$ cat src/rtl/md4_pkg.sv
`default_nettype none
// ----------------------------------------------------------------------------
// md4_pkg
// Types, constants and round tables shared by the MD4 digest engine.
// ----------------------------------------------------------------------------
package md4_pkg;

  typedef struct packed {
    logic       op;
    logic [7:0] data_byte;
  } md4_in_t;

  typedef struct packed {
    logic [31:0] digest_word;
    logic [1:0]  word_index;
    logic        last_word;
  } md4_out_t;

  localparam logic OP_ABSORB = 1'b0;
  localparam logic OP_FINISH = 1'b1;

  typedef enum logic [4:0] {
    ST_IDLE = 5'b00001,
    ST_PAD  = 5'b00010,
    ST_COMP = 5'b00100,
    ST_ADD  = 5'b01000,
    ST_OUT  = 5'b10000
  } md4_state_t;

  localparam logic [31:0] IV_A = 32'h67452301;
  localparam logic [31:0] IV_B = 32'hefcdab89;
  localparam logic [31:0] IV_C = 32'h98badcfe;
  localparam logic [31:0] IV_D = 32'h10325476;

  localparam logic [31:0] K_ROUND2 = 32'h5A827999;
  localparam logic [31:0] K_ROUND3 = 32'h6ED9EBA1;
  localparam logic [7:0]  PAD_BYTE = 8'h80;

  localparam int unsigned NUM_ROUNDS = 48;
  localparam logic [3:0] LEN_WORD_LO = 4'd14;
  localparam logic [3:0] LEN_WORD_HI = 4'd15;

  localparam logic [3:0] WORD_ORDER [NUM_ROUNDS] = '{
    4'd0, 4'd1, 4'd2, 4'd3, 4'd4, 4'd5, 4'd6, 4'd7,
    4'd8, 4'd9, 4'd10, 4'd11, 4'd12, 4'd13, 4'd14, 4'd15,
    4'd0, 4'd4, 4'd8, 4'd12, 4'd1, 4'd5, 4'd9, 4'd13,
    4'd2, 4'd6, 4'd10, 4'd14, 4'd3, 4'd7, 4'd11, 4'd15,
    4'd0, 4'd8, 4'd4, 4'd12, 4'd2, 4'd10, 4'd6, 4'd14,
    4'd1, 4'd9, 4'd5, 4'd13, 4'd3, 4'd11, 4'd7, 4'd15
  };

  localparam logic [4:0] SHIFT_AMT [NUM_ROUNDS] = '{
    5'd3, 5'd7, 5'd11, 5'd19, 5'd3, 5'd7, 5'd11, 5'd19,
    5'd3, 5'd7, 5'd11, 5'd19, 5'd3, 5'd7, 5'd11, 5'd19,
    5'd3, 5'd5, 5'd9, 5'd13, 5'd3, 5'd5, 5'd9, 5'd13,
    5'd3, 5'd5, 5'd9, 5'd13, 5'd3, 5'd5, 5'd9, 5'd13,
    5'd3, 5'd9, 5'd11, 5'd15, 5'd3, 5'd9, 5'd11, 5'd15,
    5'd3, 5'd9, 5'd11, 5'd15, 5'd3, 5'd9, 5'd11, 5'd15
  };

endpackage
`default_nettype wire

$ cat src/rtl/md4_ram.sv
`default_nettype none
// ----------------------------------------------------------------------------
// md4_ram
// Simple dual-port RAM: one write port, one read port, registered read.
// ----------------------------------------------------------------------------
module md4_ram #(
  parameter int unsigned WIDTH = 32,
  parameter int unsigned DEPTH = 16
) (
  input  wire                          clk,
  input  wire                          we,
  input  wire [$clog2(DEPTH)-1:0]      waddr,
  input  wire [WIDTH-1:0]              wdata,
  input  wire [$clog2(DEPTH)-1:0]      raddr,
  output logic [WIDTH-1:0]             rdata
);

  logic [WIDTH-1:0] mem [DEPTH];

  always_ff @(posedge clk) begin
    if (we) begin
      mem[waddr] <= wdata;
    end
    rdata <= mem[raddr];
  end

endmodule
`default_nettype wire

$ cat src/rtl/md4_hash_engine.sv
`default_nettype none
// ----------------------------------------------------------------------------
// md4_hash_engine
// Streaming MD4 digest: absorbs one byte per transaction, a finish transaction
// pads the message and returns the digest as four 32-bit words A..D.
// ----------------------------------------------------------------------------
// Flow: each data byte is taken in the idle state; the 64th byte of a block
//   starts the compression (one round per cycle through the block RAM read
//   port, then the chaining add). No byte is taken until the block is done.
// Finish: per padded block (one or two), up to 16 pad writes, the rounds and
//   the chaining add, then four result transactions, one per cycle when taken.
// Reset: clears chaining words to the MD4 initial values, offset and bit count
//   to zero; the block RAM holds no reset value and needs none.
// ----------------------------------------------------------------------------
module md4_hash_engine (
  input  wire               clk,
  input  wire               rst,
  input  wire               data_valid,
  output logic              data_ready,
  input  md4_pkg::md4_in_t  data,
  output logic              result_valid,
  input  wire               result_ready,
  output md4_pkg::md4_out_t result
);

  md4_pkg::md4_state_t state;
  logic [31:0] chain [4];
  logic [31:0] ra, rb, rc, rd;
  logic [23:0] acc;
  logic [5:0]  byte_offset;
  logic [63:0] bit_count;
  logic [3:0]  pad_idx;
  logic        fin;
  logic        len_blk;
  logic [5:0]  cnt;
  logic [1:0]  out_idx;

  logic        ram_we;
  logic [3:0]  ram_waddr;
  logic [31:0] ram_wdata;
  logic [3:0]  ram_raddr;
  logic [31:0] ram_rdata;

  logic        in_fire;
  logic        out_fire;
  logic [31:0] pad_word;
  logic [3:0]  cur_word;
  logic [5:0]  rnd;
  logic [31:0] f_val;
  logic [31:0] t_val;
  logic [63:0] t_dbl;
  logic [31:0] b_next;

  assign data_ready   = (state == md4_pkg::ST_IDLE);
  assign in_fire      = data_valid && data_ready;
  assign result_valid = (state == md4_pkg::ST_OUT);
  assign out_fire     = result_valid && result_ready;
  assign cur_word     = byte_offset[5:2];

  assign result.digest_word = chain[out_idx];
  assign result.word_index  = out_idx;
  assign result.last_word   = (out_idx == 2'd3);

  // Word holding the 0x80 marker and the bytes already collected before it
  always_comb begin
    unique case (byte_offset[1:0])
      2'd0:    pad_word = {24'h0, md4_pkg::PAD_BYTE};
      2'd1:    pad_word = {16'h0, md4_pkg::PAD_BYTE, acc[7:0]};
      2'd2:    pad_word = {8'h0, md4_pkg::PAD_BYTE, acc[15:0]};
      default: pad_word = {md4_pkg::PAD_BYTE, acc[23:0]};
    endcase
  end

  always_comb begin
    ram_we    = 1'b0;
    ram_waddr = cur_word;
    ram_wdata = {data.data_byte, acc};
    if (in_fire) begin
      if (data.op == md4_pkg::OP_FINISH) begin
        ram_we    = 1'b1;
        ram_wdata = pad_word;
      end else begin
        ram_we = (byte_offset[1:0] == 2'd3);
      end
    end else if (state == md4_pkg::ST_PAD) begin
      ram_we    = 1'b1;
      ram_waddr = pad_idx;
      if (len_blk && pad_idx == md4_pkg::LEN_WORD_LO) begin
        ram_wdata = bit_count[31:0];
      end else if (len_blk && pad_idx == md4_pkg::LEN_WORD_HI) begin
        ram_wdata = bit_count[63:32];
      end else begin
        ram_wdata = 32'h0;
      end
    end
  end

  // Round cnt-1 executes while the read for round cnt is issued
  assign ram_raddr = (cnt < 6'(md4_pkg::NUM_ROUNDS)) ? md4_pkg::WORD_ORDER[cnt]
                                                     : 4'd0;
  assign rnd = cnt - 6'd1;

  always_comb begin
    if (rnd < 6'd16) begin
      f_val = (rb & rc) | (~rb & rd);
    end else if (rnd < 6'd32) begin
      f_val = ((rb & rc) | (rb & rd) | (rc & rd)) + md4_pkg::K_ROUND2;
    end else begin
      f_val = (rb ^ rc ^ rd) + md4_pkg::K_ROUND3;
    end
    t_val  = ra + f_val + ram_rdata;
    t_dbl  = {t_val, t_val} << md4_pkg::SHIFT_AMT[rnd];
    b_next = t_dbl[63:32];
  end

  md4_ram #(
    .WIDTH(32),
    .DEPTH(16)
  ) u_block_ram (
    .clk   (clk),
    .we    (ram_we),
    .waddr (ram_waddr),
    .wdata (ram_wdata),
    .raddr (ram_raddr),
    .rdata (ram_rdata)
  );

  always_ff @(posedge clk) begin
    if (rst) begin
      state       <= md4_pkg::ST_IDLE;
      chain[0]    <= md4_pkg::IV_A;
      chain[1]    <= md4_pkg::IV_B;
      chain[2]    <= md4_pkg::IV_C;
      chain[3]    <= md4_pkg::IV_D;
      byte_offset <= 6'd0;
      bit_count   <= 64'd0;
      fin         <= 1'b0;
      len_blk     <= 1'b0;
      cnt         <= 6'd0;
      pad_idx     <= 4'd0;
      out_idx     <= 2'd0;
    end else begin
      unique case (state)
        md4_pkg::ST_IDLE: begin
          if (in_fire) begin
            ra  <= chain[0];
            rb  <= chain[1];
            rc  <= chain[2];
            rd  <= chain[3];
            cnt <= 6'd0;
            if (data.op == md4_pkg::OP_ABSORB) begin
              acc[8*byte_offset[1:0] +: 8] <= data.data_byte;
              byte_offset <= byte_offset + 6'd1;
              bit_count   <= bit_count + 64'd8;
              fin         <= 1'b0;
              if (byte_offset == 6'd63) begin
                state <= md4_pkg::ST_COMP;
              end
            end else begin
              fin     <= 1'b1;
              len_blk <= (cur_word < md4_pkg::LEN_WORD_LO);
              pad_idx <= cur_word + 4'd1;
              // marker landed in the last word: block is already full
              if (cur_word == md4_pkg::LEN_WORD_HI) begin
                state <= md4_pkg::ST_COMP;
              end else begin
                state <= md4_pkg::ST_PAD;
              end
            end
          end
        end
        md4_pkg::ST_PAD: begin
          pad_idx <= pad_idx + 4'd1;
          if (pad_idx == md4_pkg::LEN_WORD_HI) begin
            ra    <= chain[0];
            rb    <= chain[1];
            rc    <= chain[2];
            rd    <= chain[3];
            cnt   <= 6'd0;
            state <= md4_pkg::ST_COMP;
          end
        end
        md4_pkg::ST_COMP: begin
          if (cnt != 6'd0) begin
            ra <= rd;
            rd <= rc;
            rc <= rb;
            rb <= b_next;
          end
          if (cnt == 6'(md4_pkg::NUM_ROUNDS)) begin
            state <= md4_pkg::ST_ADD;
          end else begin
            cnt <= cnt + 6'd1;
          end
        end
        md4_pkg::ST_ADD: begin
          chain[0] <= chain[0] + ra;
          chain[1] <= chain[1] + rb;
          chain[2] <= chain[2] + rc;
          chain[3] <= chain[3] + rd;
          cnt      <= 6'd0;
          if (!fin) begin
            state <= md4_pkg::ST_IDLE;
          end else if (!len_blk) begin
            // second block carries zeros and the length
            len_blk <= 1'b1;
            pad_idx <= 4'd0;
            state   <= md4_pkg::ST_PAD;
          end else begin
            out_idx <= 2'd0;
            state   <= md4_pkg::ST_OUT;
          end
        end
        md4_pkg::ST_OUT: begin
          if (out_fire) begin
            out_idx <= out_idx + 2'd1;
            if (out_idx == 2'd3) begin
              chain[0]    <= md4_pkg::IV_A;
              chain[1]    <= md4_pkg::IV_B;
              chain[2]    <= md4_pkg::IV_C;
              chain[3]    <= md4_pkg::IV_D;
              byte_offset <= 6'd0;
              bit_count   <= 64'd0;
              fin         <= 1'b0;
              state       <= md4_pkg::ST_IDLE;
            end
          end
        end
        default: begin
          state <= md4_pkg::ST_IDLE;
        end
      endcase
    end
  end

  // Round counter never runs past the last round
  assert property (@(posedge clk) disable iff (rst)
    cnt <= 6'(md4_pkg::NUM_ROUNDS))
    else $error("round counter out of range");

  // A full block must start compression
  assert property (@(posedge clk) disable iff (rst)
    in_fire && data.op == md4_pkg::OP_ABSORB && byte_offset == 6'd63
    |=> state == md4_pkg::ST_COMP)
    else $error("full block did not start compression");

  // After the last digest word the engine is back to a fresh message
  assert property (@(posedge clk) disable iff (rst)
    out_fire && result.last_word
    |=> byte_offset == 6'd0 && bit_count == 64'd0 && chain[0] == md4_pkg::IV_A
        && chain[3] == md4_pkg::IV_D && data_ready)
    else $error("engine not reinitialized after digest");

  // Results and new input transactions never overlap
  assert property (@(posedge clk) disable iff (rst)
    result_valid |-> !data_ready)
    else $error("input accepted while digest pending");

endmodule
`default_nettype wire
$ cat config.mk
export PLATFORM = sky130hd
export DESIGN_NAME = md4_hash_engine
export DESIGN_NICKNAME = d
export VERILOG_FILES = /design/src/rtl/md4_pkg.sv /design/src/rtl/md4_ram.sv /design/src/rtl/md4_hash_engine.sv
export SDC_FILE = /design/constraint.sdc
export NUM_CORES = 2
export LEC_CHECK = 0
export BUFFER_PORTS_ARGS = -buffer_cell sky130_fd_sc_hd__buf_2
export CORE_MARGIN = 1
export CORE_UTILIZATION = 35
export DETAILED_ROUTE_END_ITERATION = 16
export GPL_TIMING_DRIVEN = 0
export PLACE_DENSITY_LB_ADDON = 0.1
export SLEW_MARGIN = 20
export SYNTH_ARGS = -nofsm -noshare
export SYNTH_HDL_FRONTEND = slang
export SYNTH_SLANG_ARGS = --single-unit
$ cat constraint.sdc
create_clock -name clk -period 14.3 [get_ports clk]
set_input_delay 0.715 -clock clk [delete_from_list [all_inputs] [get_ports clk]]
set_output_delay 0.715 -clock clk [all_outputs]
set_load 0.05 [all_outputs]
# Yosys cells after proc, flatten, opt, wreduce, memory -nomap -nowiden
# Memories as Yosys holds them, arrays and structs flattened. A register that Yosys moved wholly into a read port is not among the register bits.
# Index checks and enable logic that the tools add are counted.
[classes]
mux = 100
add_sub_neg = 16
shifts = 3
n_eq_ne = 27
n_bitwise = 22
order_cmp = 6
reduce_logical = 21
[ops]
columns = ["operator", "n"]
rows = [
  ["$mux W32", 27],
  ["$pmux W32 S3", 5],
  ["$mux W64", 4],
  ["$add A32 B32 Y32", 6],
  ["$and A32 B32 Y32", 4],
  ["$pmux W64 S2", 1],
  ["$or A32 B32 Y32", 3],
  ["$add A32 B31 Y32 const B", 2],
  ["$add A64 B4 Y64 const B", 1],
  ["$shl A64 B5 Y64", 1],
  ["$xor A32 B32 Y32", 2],
  ["$mux W5", 11],
  ["$mux W6", 7],
  ["$mux W4", 9],
  ["$neg A5 Y34", 1],
  ["$shift A8 B34 Y24 const A", 1],
  ["$shiftx A8 B34 Y24", 1],
  ["$not A32 Y32", 1],
  ["$pmux W5 S5", 1],
  ["$bwmux W24", 1],
  ["$pmux W6 S4", 1],
  ["$mux W1", 22],
  ["$reduce_and A4 Y1", 5],
  ["$reduce_and A5 Y1", 3],
  ["36 further kinds", 75],
]
[totals]
memories = 4
rom_bits = 576
mem_bits_rw = 640
reg_bits = 241
in_bits = 13
out_inout_bits = 37
[mem_list]
columns = ["name", "words", "word_bits", "rd", "rd_ports_with_merged_regs", "write_ports", "line_no", "source"]
rows = [
  ["u_block_ram.mem", 16, 32, 1, 1, 1, "md4_ram.sv:18", "logic [WIDTH-1:0] mem [DEPTH];"],
  ["(name not given)", 64, 5, 1, 0, 0, "md4_hash_engine.sv:112", "t_dbl = {t_val, t_val} << md4_pkg::SHIFT_AMT[rnd];"],
  ["(name not given)", 64, 4, 1, 0, 0, "md4_hash_engine.sv:99", "assign ram_raddr = (cnt < 6'(md4_pkg::NUM_ROUNDS)) ? md4_pkg::WORD_ORDER[cnt]"],
  ["chain", 4, 32, 5, 1, 4, "md4_hash_engine.sv:27", "logic [31:0] chain [4];"],
]

# Longest topological paths before layout
[depth]
depth_word = 11
ltp_mapped = 28
ltp_nobuf = 27

# Hierarchy
# Synthesis repeated with hierarchy kept, for this count alone.
[unflattened]
cells_unflattened = 4251
area_unflattened_um2 = 49118.4
[by_module_without_submodules]
columns = ["mod", "instances", "cells_per_inst", "area_per_inst_um2"]
rows = [
  ["md4_hash_engine", 1, 3413, 29283.1],
  ["md4_ram", 1, 838, 19835.3],
]

# Least setup slack after synthesis
# No wires, ideal clock.
[synth_timing]
path_type = "register to register"
startpoint = "register state[0]"
endpoint = "register ra[0] (enable)"
t_arrival_ns = 11.212
n_path_buf = 3
stages_incl_launch_ff = 8
setup_ns = 0.844
period_less_slack_ns = 12.056
path_slack_ns = 2.244
path_cell_list = "dfxtp_1 buf_2 nor3_1 and2_1 clkbuf_1 clkbuf_1 o31ai_1 a311oi_1"
[synth_via]
elab_chain_len = 4
elab_cells_between_ends = 9
[synth_lines]
columns = ["element", "line_no", "source"]
rows = [
  ["from (decl)", "md4_hash_engine.sv:26", "md4_pkg::md4_state_t state;"],
  ["from (signal assigned)", "md4_hash_engine.sv:130", "state <= md4_pkg::ST_IDLE;"],
  ["from (signal assigned)", "md4_hash_engine.sv:157", "state <= md4_pkg::ST_COMP;"],
  ["from (signal assigned)", "md4_hash_engine.sv:165", "state <= md4_pkg::ST_COMP;"],
  ["$eq A5 B1 Y1", "md4_hash_engine.sv:54, md4_hash_engine.sv:143", ""],
  ["$logic_and A1 B1 Y1", "md4_hash_engine.sv:55", "assign in_fire = data_valid && data_ready;"],
  ["$ne A2 B1 Y1 (no line)", "--", ""],
  ["$reduce_and A5 Y1 (no line) (*)", "--", ""],
  ["to (signal assigned)", "md4_hash_engine.sv:146", "ra <= chain[0];"],
  ["to (signal assigned)", "md4_hash_engine.sv:175", "ra <= chain[0];"],
  ["to (signal assigned)", "md4_hash_engine.sv:185", "ra <= rd;"],
  ["to (decl)", "md4_hash_engine.sv:28", "logic [31:0] ra, rb, rc, rd;"],
]
# Mark *: on every way between the ends. The rest lies on a longest branch, timed or not.
# A chain may end at the register's enable or synchronous reset.

# Final worst setup path
[layout_timing]
startpoint = "register rb[0]"
endpoint = "register rb[24], data pin"
[layout_via]
elab_chain_len = 11
elab_cells_between_ends = 18
[layout_lines]
columns = ["element", "line_no", "source"]
rows = [
  ["from (decl)", "md4_hash_engine.sv:28", ""],
  ["from (signal assigned)", "md4_hash_engine.sv:147", "rb <= chain[1];"],
  ["from (signal assigned)", "md4_hash_engine.sv:176", "rb <= chain[1];"],
  ["from (signal assigned)", "md4_hash_engine.sv:188", "rb <= b_next;"],
  ["$and A32 B32 Y32, on equally long branches", "md4_hash_engine.sv:105, md4_hash_engine.sv:107", ""],
  ["$or A32 B32 Y32 (2 in series)", "md4_hash_engine.sv:107", "f_val = ((rb & rc) | (rb & rd) | (rc & rd)) + md4_pkg::K_ROUND2;"],
  ["$add A32 B31 Y32", "md4_hash_engine.sv:107", ""],
  ["$mux W32", "md4_hash_engine.sv:106", "end else if (rnd < 6'd32) begin"],
  ["$mux W32 (*)", "md4_hash_engine.sv:104", "if (rnd < 6'd16) begin"],
  ["$add A32 B32 Y32 (*) (2 in series)", "md4_hash_engine.sv:111", "t_val = ra + f_val + ram_rdata;"],
  ["$shl A64 B5 Y64 (*)", "md4_hash_engine.sv:112", ""],
  ["$mux W32 (*)", "md4_hash_engine.sv:184", "if (cnt != 6'd0) begin"],
  ["$pmux W32 S3 (*)", "md4_hash_engine.sv:143", "unique case (state)"],
]
# Mark *: on every way between the ends. The rest lies on a longest branch, timed or not. The select of a mux whose other input is x is not followed.

==> results.md <==
* Pins Over Slew Limit at 0
* Adder-cell area share of the yosys netlist at 0.0760
* Syn Inst Count at between 4k and 5k
* Placer Congestion at 0.960
* Fin worst setup slack at 5.60 ns
* Yosys warns at 0
* Layout cell share with drive strength beyond 1 at 0.0827
* CP arrival at just over 9 ns
* CTS Sinks at about 910
* Register Area at about 26,000 µm²
* Final non-filler cell total at between 7k and 8k
* Row cnt at ~140
* Fin. Hold Viols at 0
* Max Freq at approximately 0.11 GHz
* Netlist area before placement at between 50,000 and 60,000 µm²
* Total gr overflow at 0
* Via count at around 40k
* Slew @ Worst Pin at ~1.2 ns
* Cts bufs inserted at roughly 110
* CTS tree: done
* Placed insts at approximately 6.9k
* Setup WS pre-CTS at approximately 6 ns
* Avg WL per Cell at about 27 µm
* Failing checks: antenna rules
* Setup violations, final at 0
* Drt first-iter violations at 4,313
* Layout filler cell count at about 14k
* Seq/Total Area, Yosys at 0.507
* Die width at roughly 380 µm
* Ys flop type: edfxtp_1
* CTS Buffer Depth at 3
* PD cells at approximately 150 nW/µm²
* Critical path fanouts, max at 6
* Die Span Y at 381 µm
* Cts repair resizes at 0
* Area of the multi-input gates at around 23,000 µm²
* TritonRoute pass-1 iters at 6
* Initial antenna violation count at 10
* Post-DP HPWL at 151,000 µm
* Largest net degree at the start of global routing at 31
* Layout Skew at ~0.055 ns
* Core region area at 142,000 µm²
* Layout area overhead at 15.1%
* Clock Pin Slew Worst Setup and Hold Paths at 0.06 ns
* Worst vdd ir at approximately 0.13 mV
* Post-synthesis register bit count at roughly 910
* Final instance area at a little under 60,000 µm²
* Worst slew margin at 0.218
* First-pass GRT wire length at 276,000 µm
* Simple-gate share of the synthesized area at 0.153
* DRT Wirelength at 195,000 µm
* Post-synthesis mux area share at 0.0323
* Worst Hold Path Cells at 2
* RSZ-0062 raised after global routing: no
* Synth Area in Compound Gates at 0.157
* Min cycle time layout at 8.70 ns
* Clk_lat worst skew at around 0.76 ns
* All-Layer GR Usage at 0.264
* Die Area at roughly 150,000 µm²
* Hold slack at about 0.30 ns
* CP Launch Type: flop
* Max_cap viols at 0
* Most common cell after layout, fill and taps aside: nand2_1
* # nets final at 5,385
* Crit. End Element: flop
* Hold WC Path Type: input pin to flop
* Mapped Nets at roughly 5.2k
* Synth cell types at 94
* Initial Util at 0.355
* EDFF count, synth at 728
* Lkg Pwr at slightly above 0.02 µW
* Post-place instance area at 54,400 µm²
* Postcts setup bufs at 0
* Outcome: complete, but fails checks
* Critical path type: flop to flop
* Worst Path Required at between 10 and 15 ns
* Via density at between 5 and 6
* Port-buffer cells at between 40 and 50
* Root Buffer Master: clkbuf_16
* DRC at 0
* Cts hold-fix bufs at 0
* Largest family of logic cells by synthesized area: compound AO/OA/AOI/OAI gates
* Post-synth ARST share at 0
* Antenna-violating nets left at 1
* Synth Area in XOR/XNOR at 0.0400
* Commonest non-fill, non-tap cells in the layout: nand2_1, edfxtp_1, a21oi_1
* Vias in the first global route at approximately 37k
* Syn Area/Cell at 10.3 µm²
* Tcrit/Tclk final at 0.608
* IO Count at 50
* H-tree depth at 3
* Worst reg-to-reg path cell count at 26
-- synthesized netlist by cell type, types with 78 or more instances --
master	number	area, µm²
a211oi_1	199	1490
a21o_1	87	653
a21oi_1	308	1540
a31oi_1	95	594
and2_1	153	957
clkbuf_1	215	807
dfxtp_1	184	3680
edfxtp_1	728	21900
ha_1	197	2460
inv_1	210	788
nand2_1	809	3040
nand3_1	89	445
nor2_1	276	1040
nor3_1	78	390
o21ai_0	195	976
xnor2_1	118	1030
xor2_1	109	955
-- worst max-delay path, stage by stage, from the launching register on --
cell	delay, ns
edfxtp_1	0.51
fa_1	0.69
ha_1	0.25
nand4b_1	0.15
a21boi_1	0.35
o21ai_0	0.32
a21oi_1	0.47
o311ai_0	0.35
a21boi_1	0.46
nor2_1	0.11
nor2b_1	0.27
nor2_1	0.08
o21ai_0	0.51
fa_1	0.52
inv_1	0.07
ha_1	0.31
a21o_1	0.19
a21o_1	0.17
a21o_1	0.21
o2bb2ai_1	0.15
a211oi_1	0.49
mux2_2	0.29
a31oi_1	0.14
o41ai_1	0.59
nor2_1	0.09
a211oi_1	0.60
nor2_1	0.09
-- path summary, 6_finish.rpt --
path	startpoint	end	slack (ns)
min reg2reg	pad_idx[1]$_SDFFE_PP0P_	pad_idx[1]$_SDFFE_PP0P_	0.48
max reg2reg	rb[0]$_DFFE_PP_	rb[24]$_DFFE_PP_	5.60
min	data[6]	acc[6]$_DFFE_PP_	0.30
max	rb[0]$_DFFE_PP_	rb[24]$_DFFE_PP_	5.60
-- cell type report --
type / count / share of cell area
clock buffer: 146 / 0.0512
inverter: 212 / 0.0137
multi-input combinational: 3506 / 0.404
buffer: 244 / 0.0164
timing repair buffer: 124 / 0.0238
clock inverter: 57 / 0.00906
tap: 1890 / 0.0408
antenna: 10 / 0.000432
sequential: 912 / 0.441
-- state kept, by name, summed over array words and instances (netlist names), 32 cells and up, named ones only --
name               cells
u_block_ram.mem      512
rd                    32
rc                    32
rb                    32
chain                128
ra                    32
u_block_ram.rdata     32
bit_count             61
-- routing by layer --
layer / GRT usage / vias to the layer above / part of all wire
met5: 0 / - / 0.00012
met2: 0.400 / 1405 / 0.44
met3: 0.0349 / 225 / 0.069
li1: - / 18300 / -
met4: 0.0776 / 4 / 0.027
met1: 0.390 / 19600 / 0.47
-- per-stage QoR --
step / TNS [ns] / total power (µW) / util
2_1_floorplan: 0 / 4860 / -
3_3_place_gp: -798.59 / 5790 / 0.373
3_5_place_dp: 0 / 5780 / 0.383
4_1_cts: 0 / 8560 / 0.408
5_1_grt: 0 / 8920 / 0.408
6_report: 0 / 8580 / 0.408
-- report_power, final --
part	internal [µW]	switching [µW]	total, µW
clock	1580	1180	2770
combinational	933	1860	2790
sequential	2950	70.3	3020
total	5460	3120	8580
-- cells by family (layout without fill, tap and decap cells) --
logic type	after synthesis	after routing
flip-flops	912	912
AO/OA/AOI/OAI	1211	1211
XOR/XNOR	228	228
adder cells (fa/ha/maj)	265	265
buffers and inverters	456	783
other	0	10
AND/OR/NAND/NOR	1682	1682
multiplexers	120	120
Note: power is estimated with default switching activity, not from simulation.
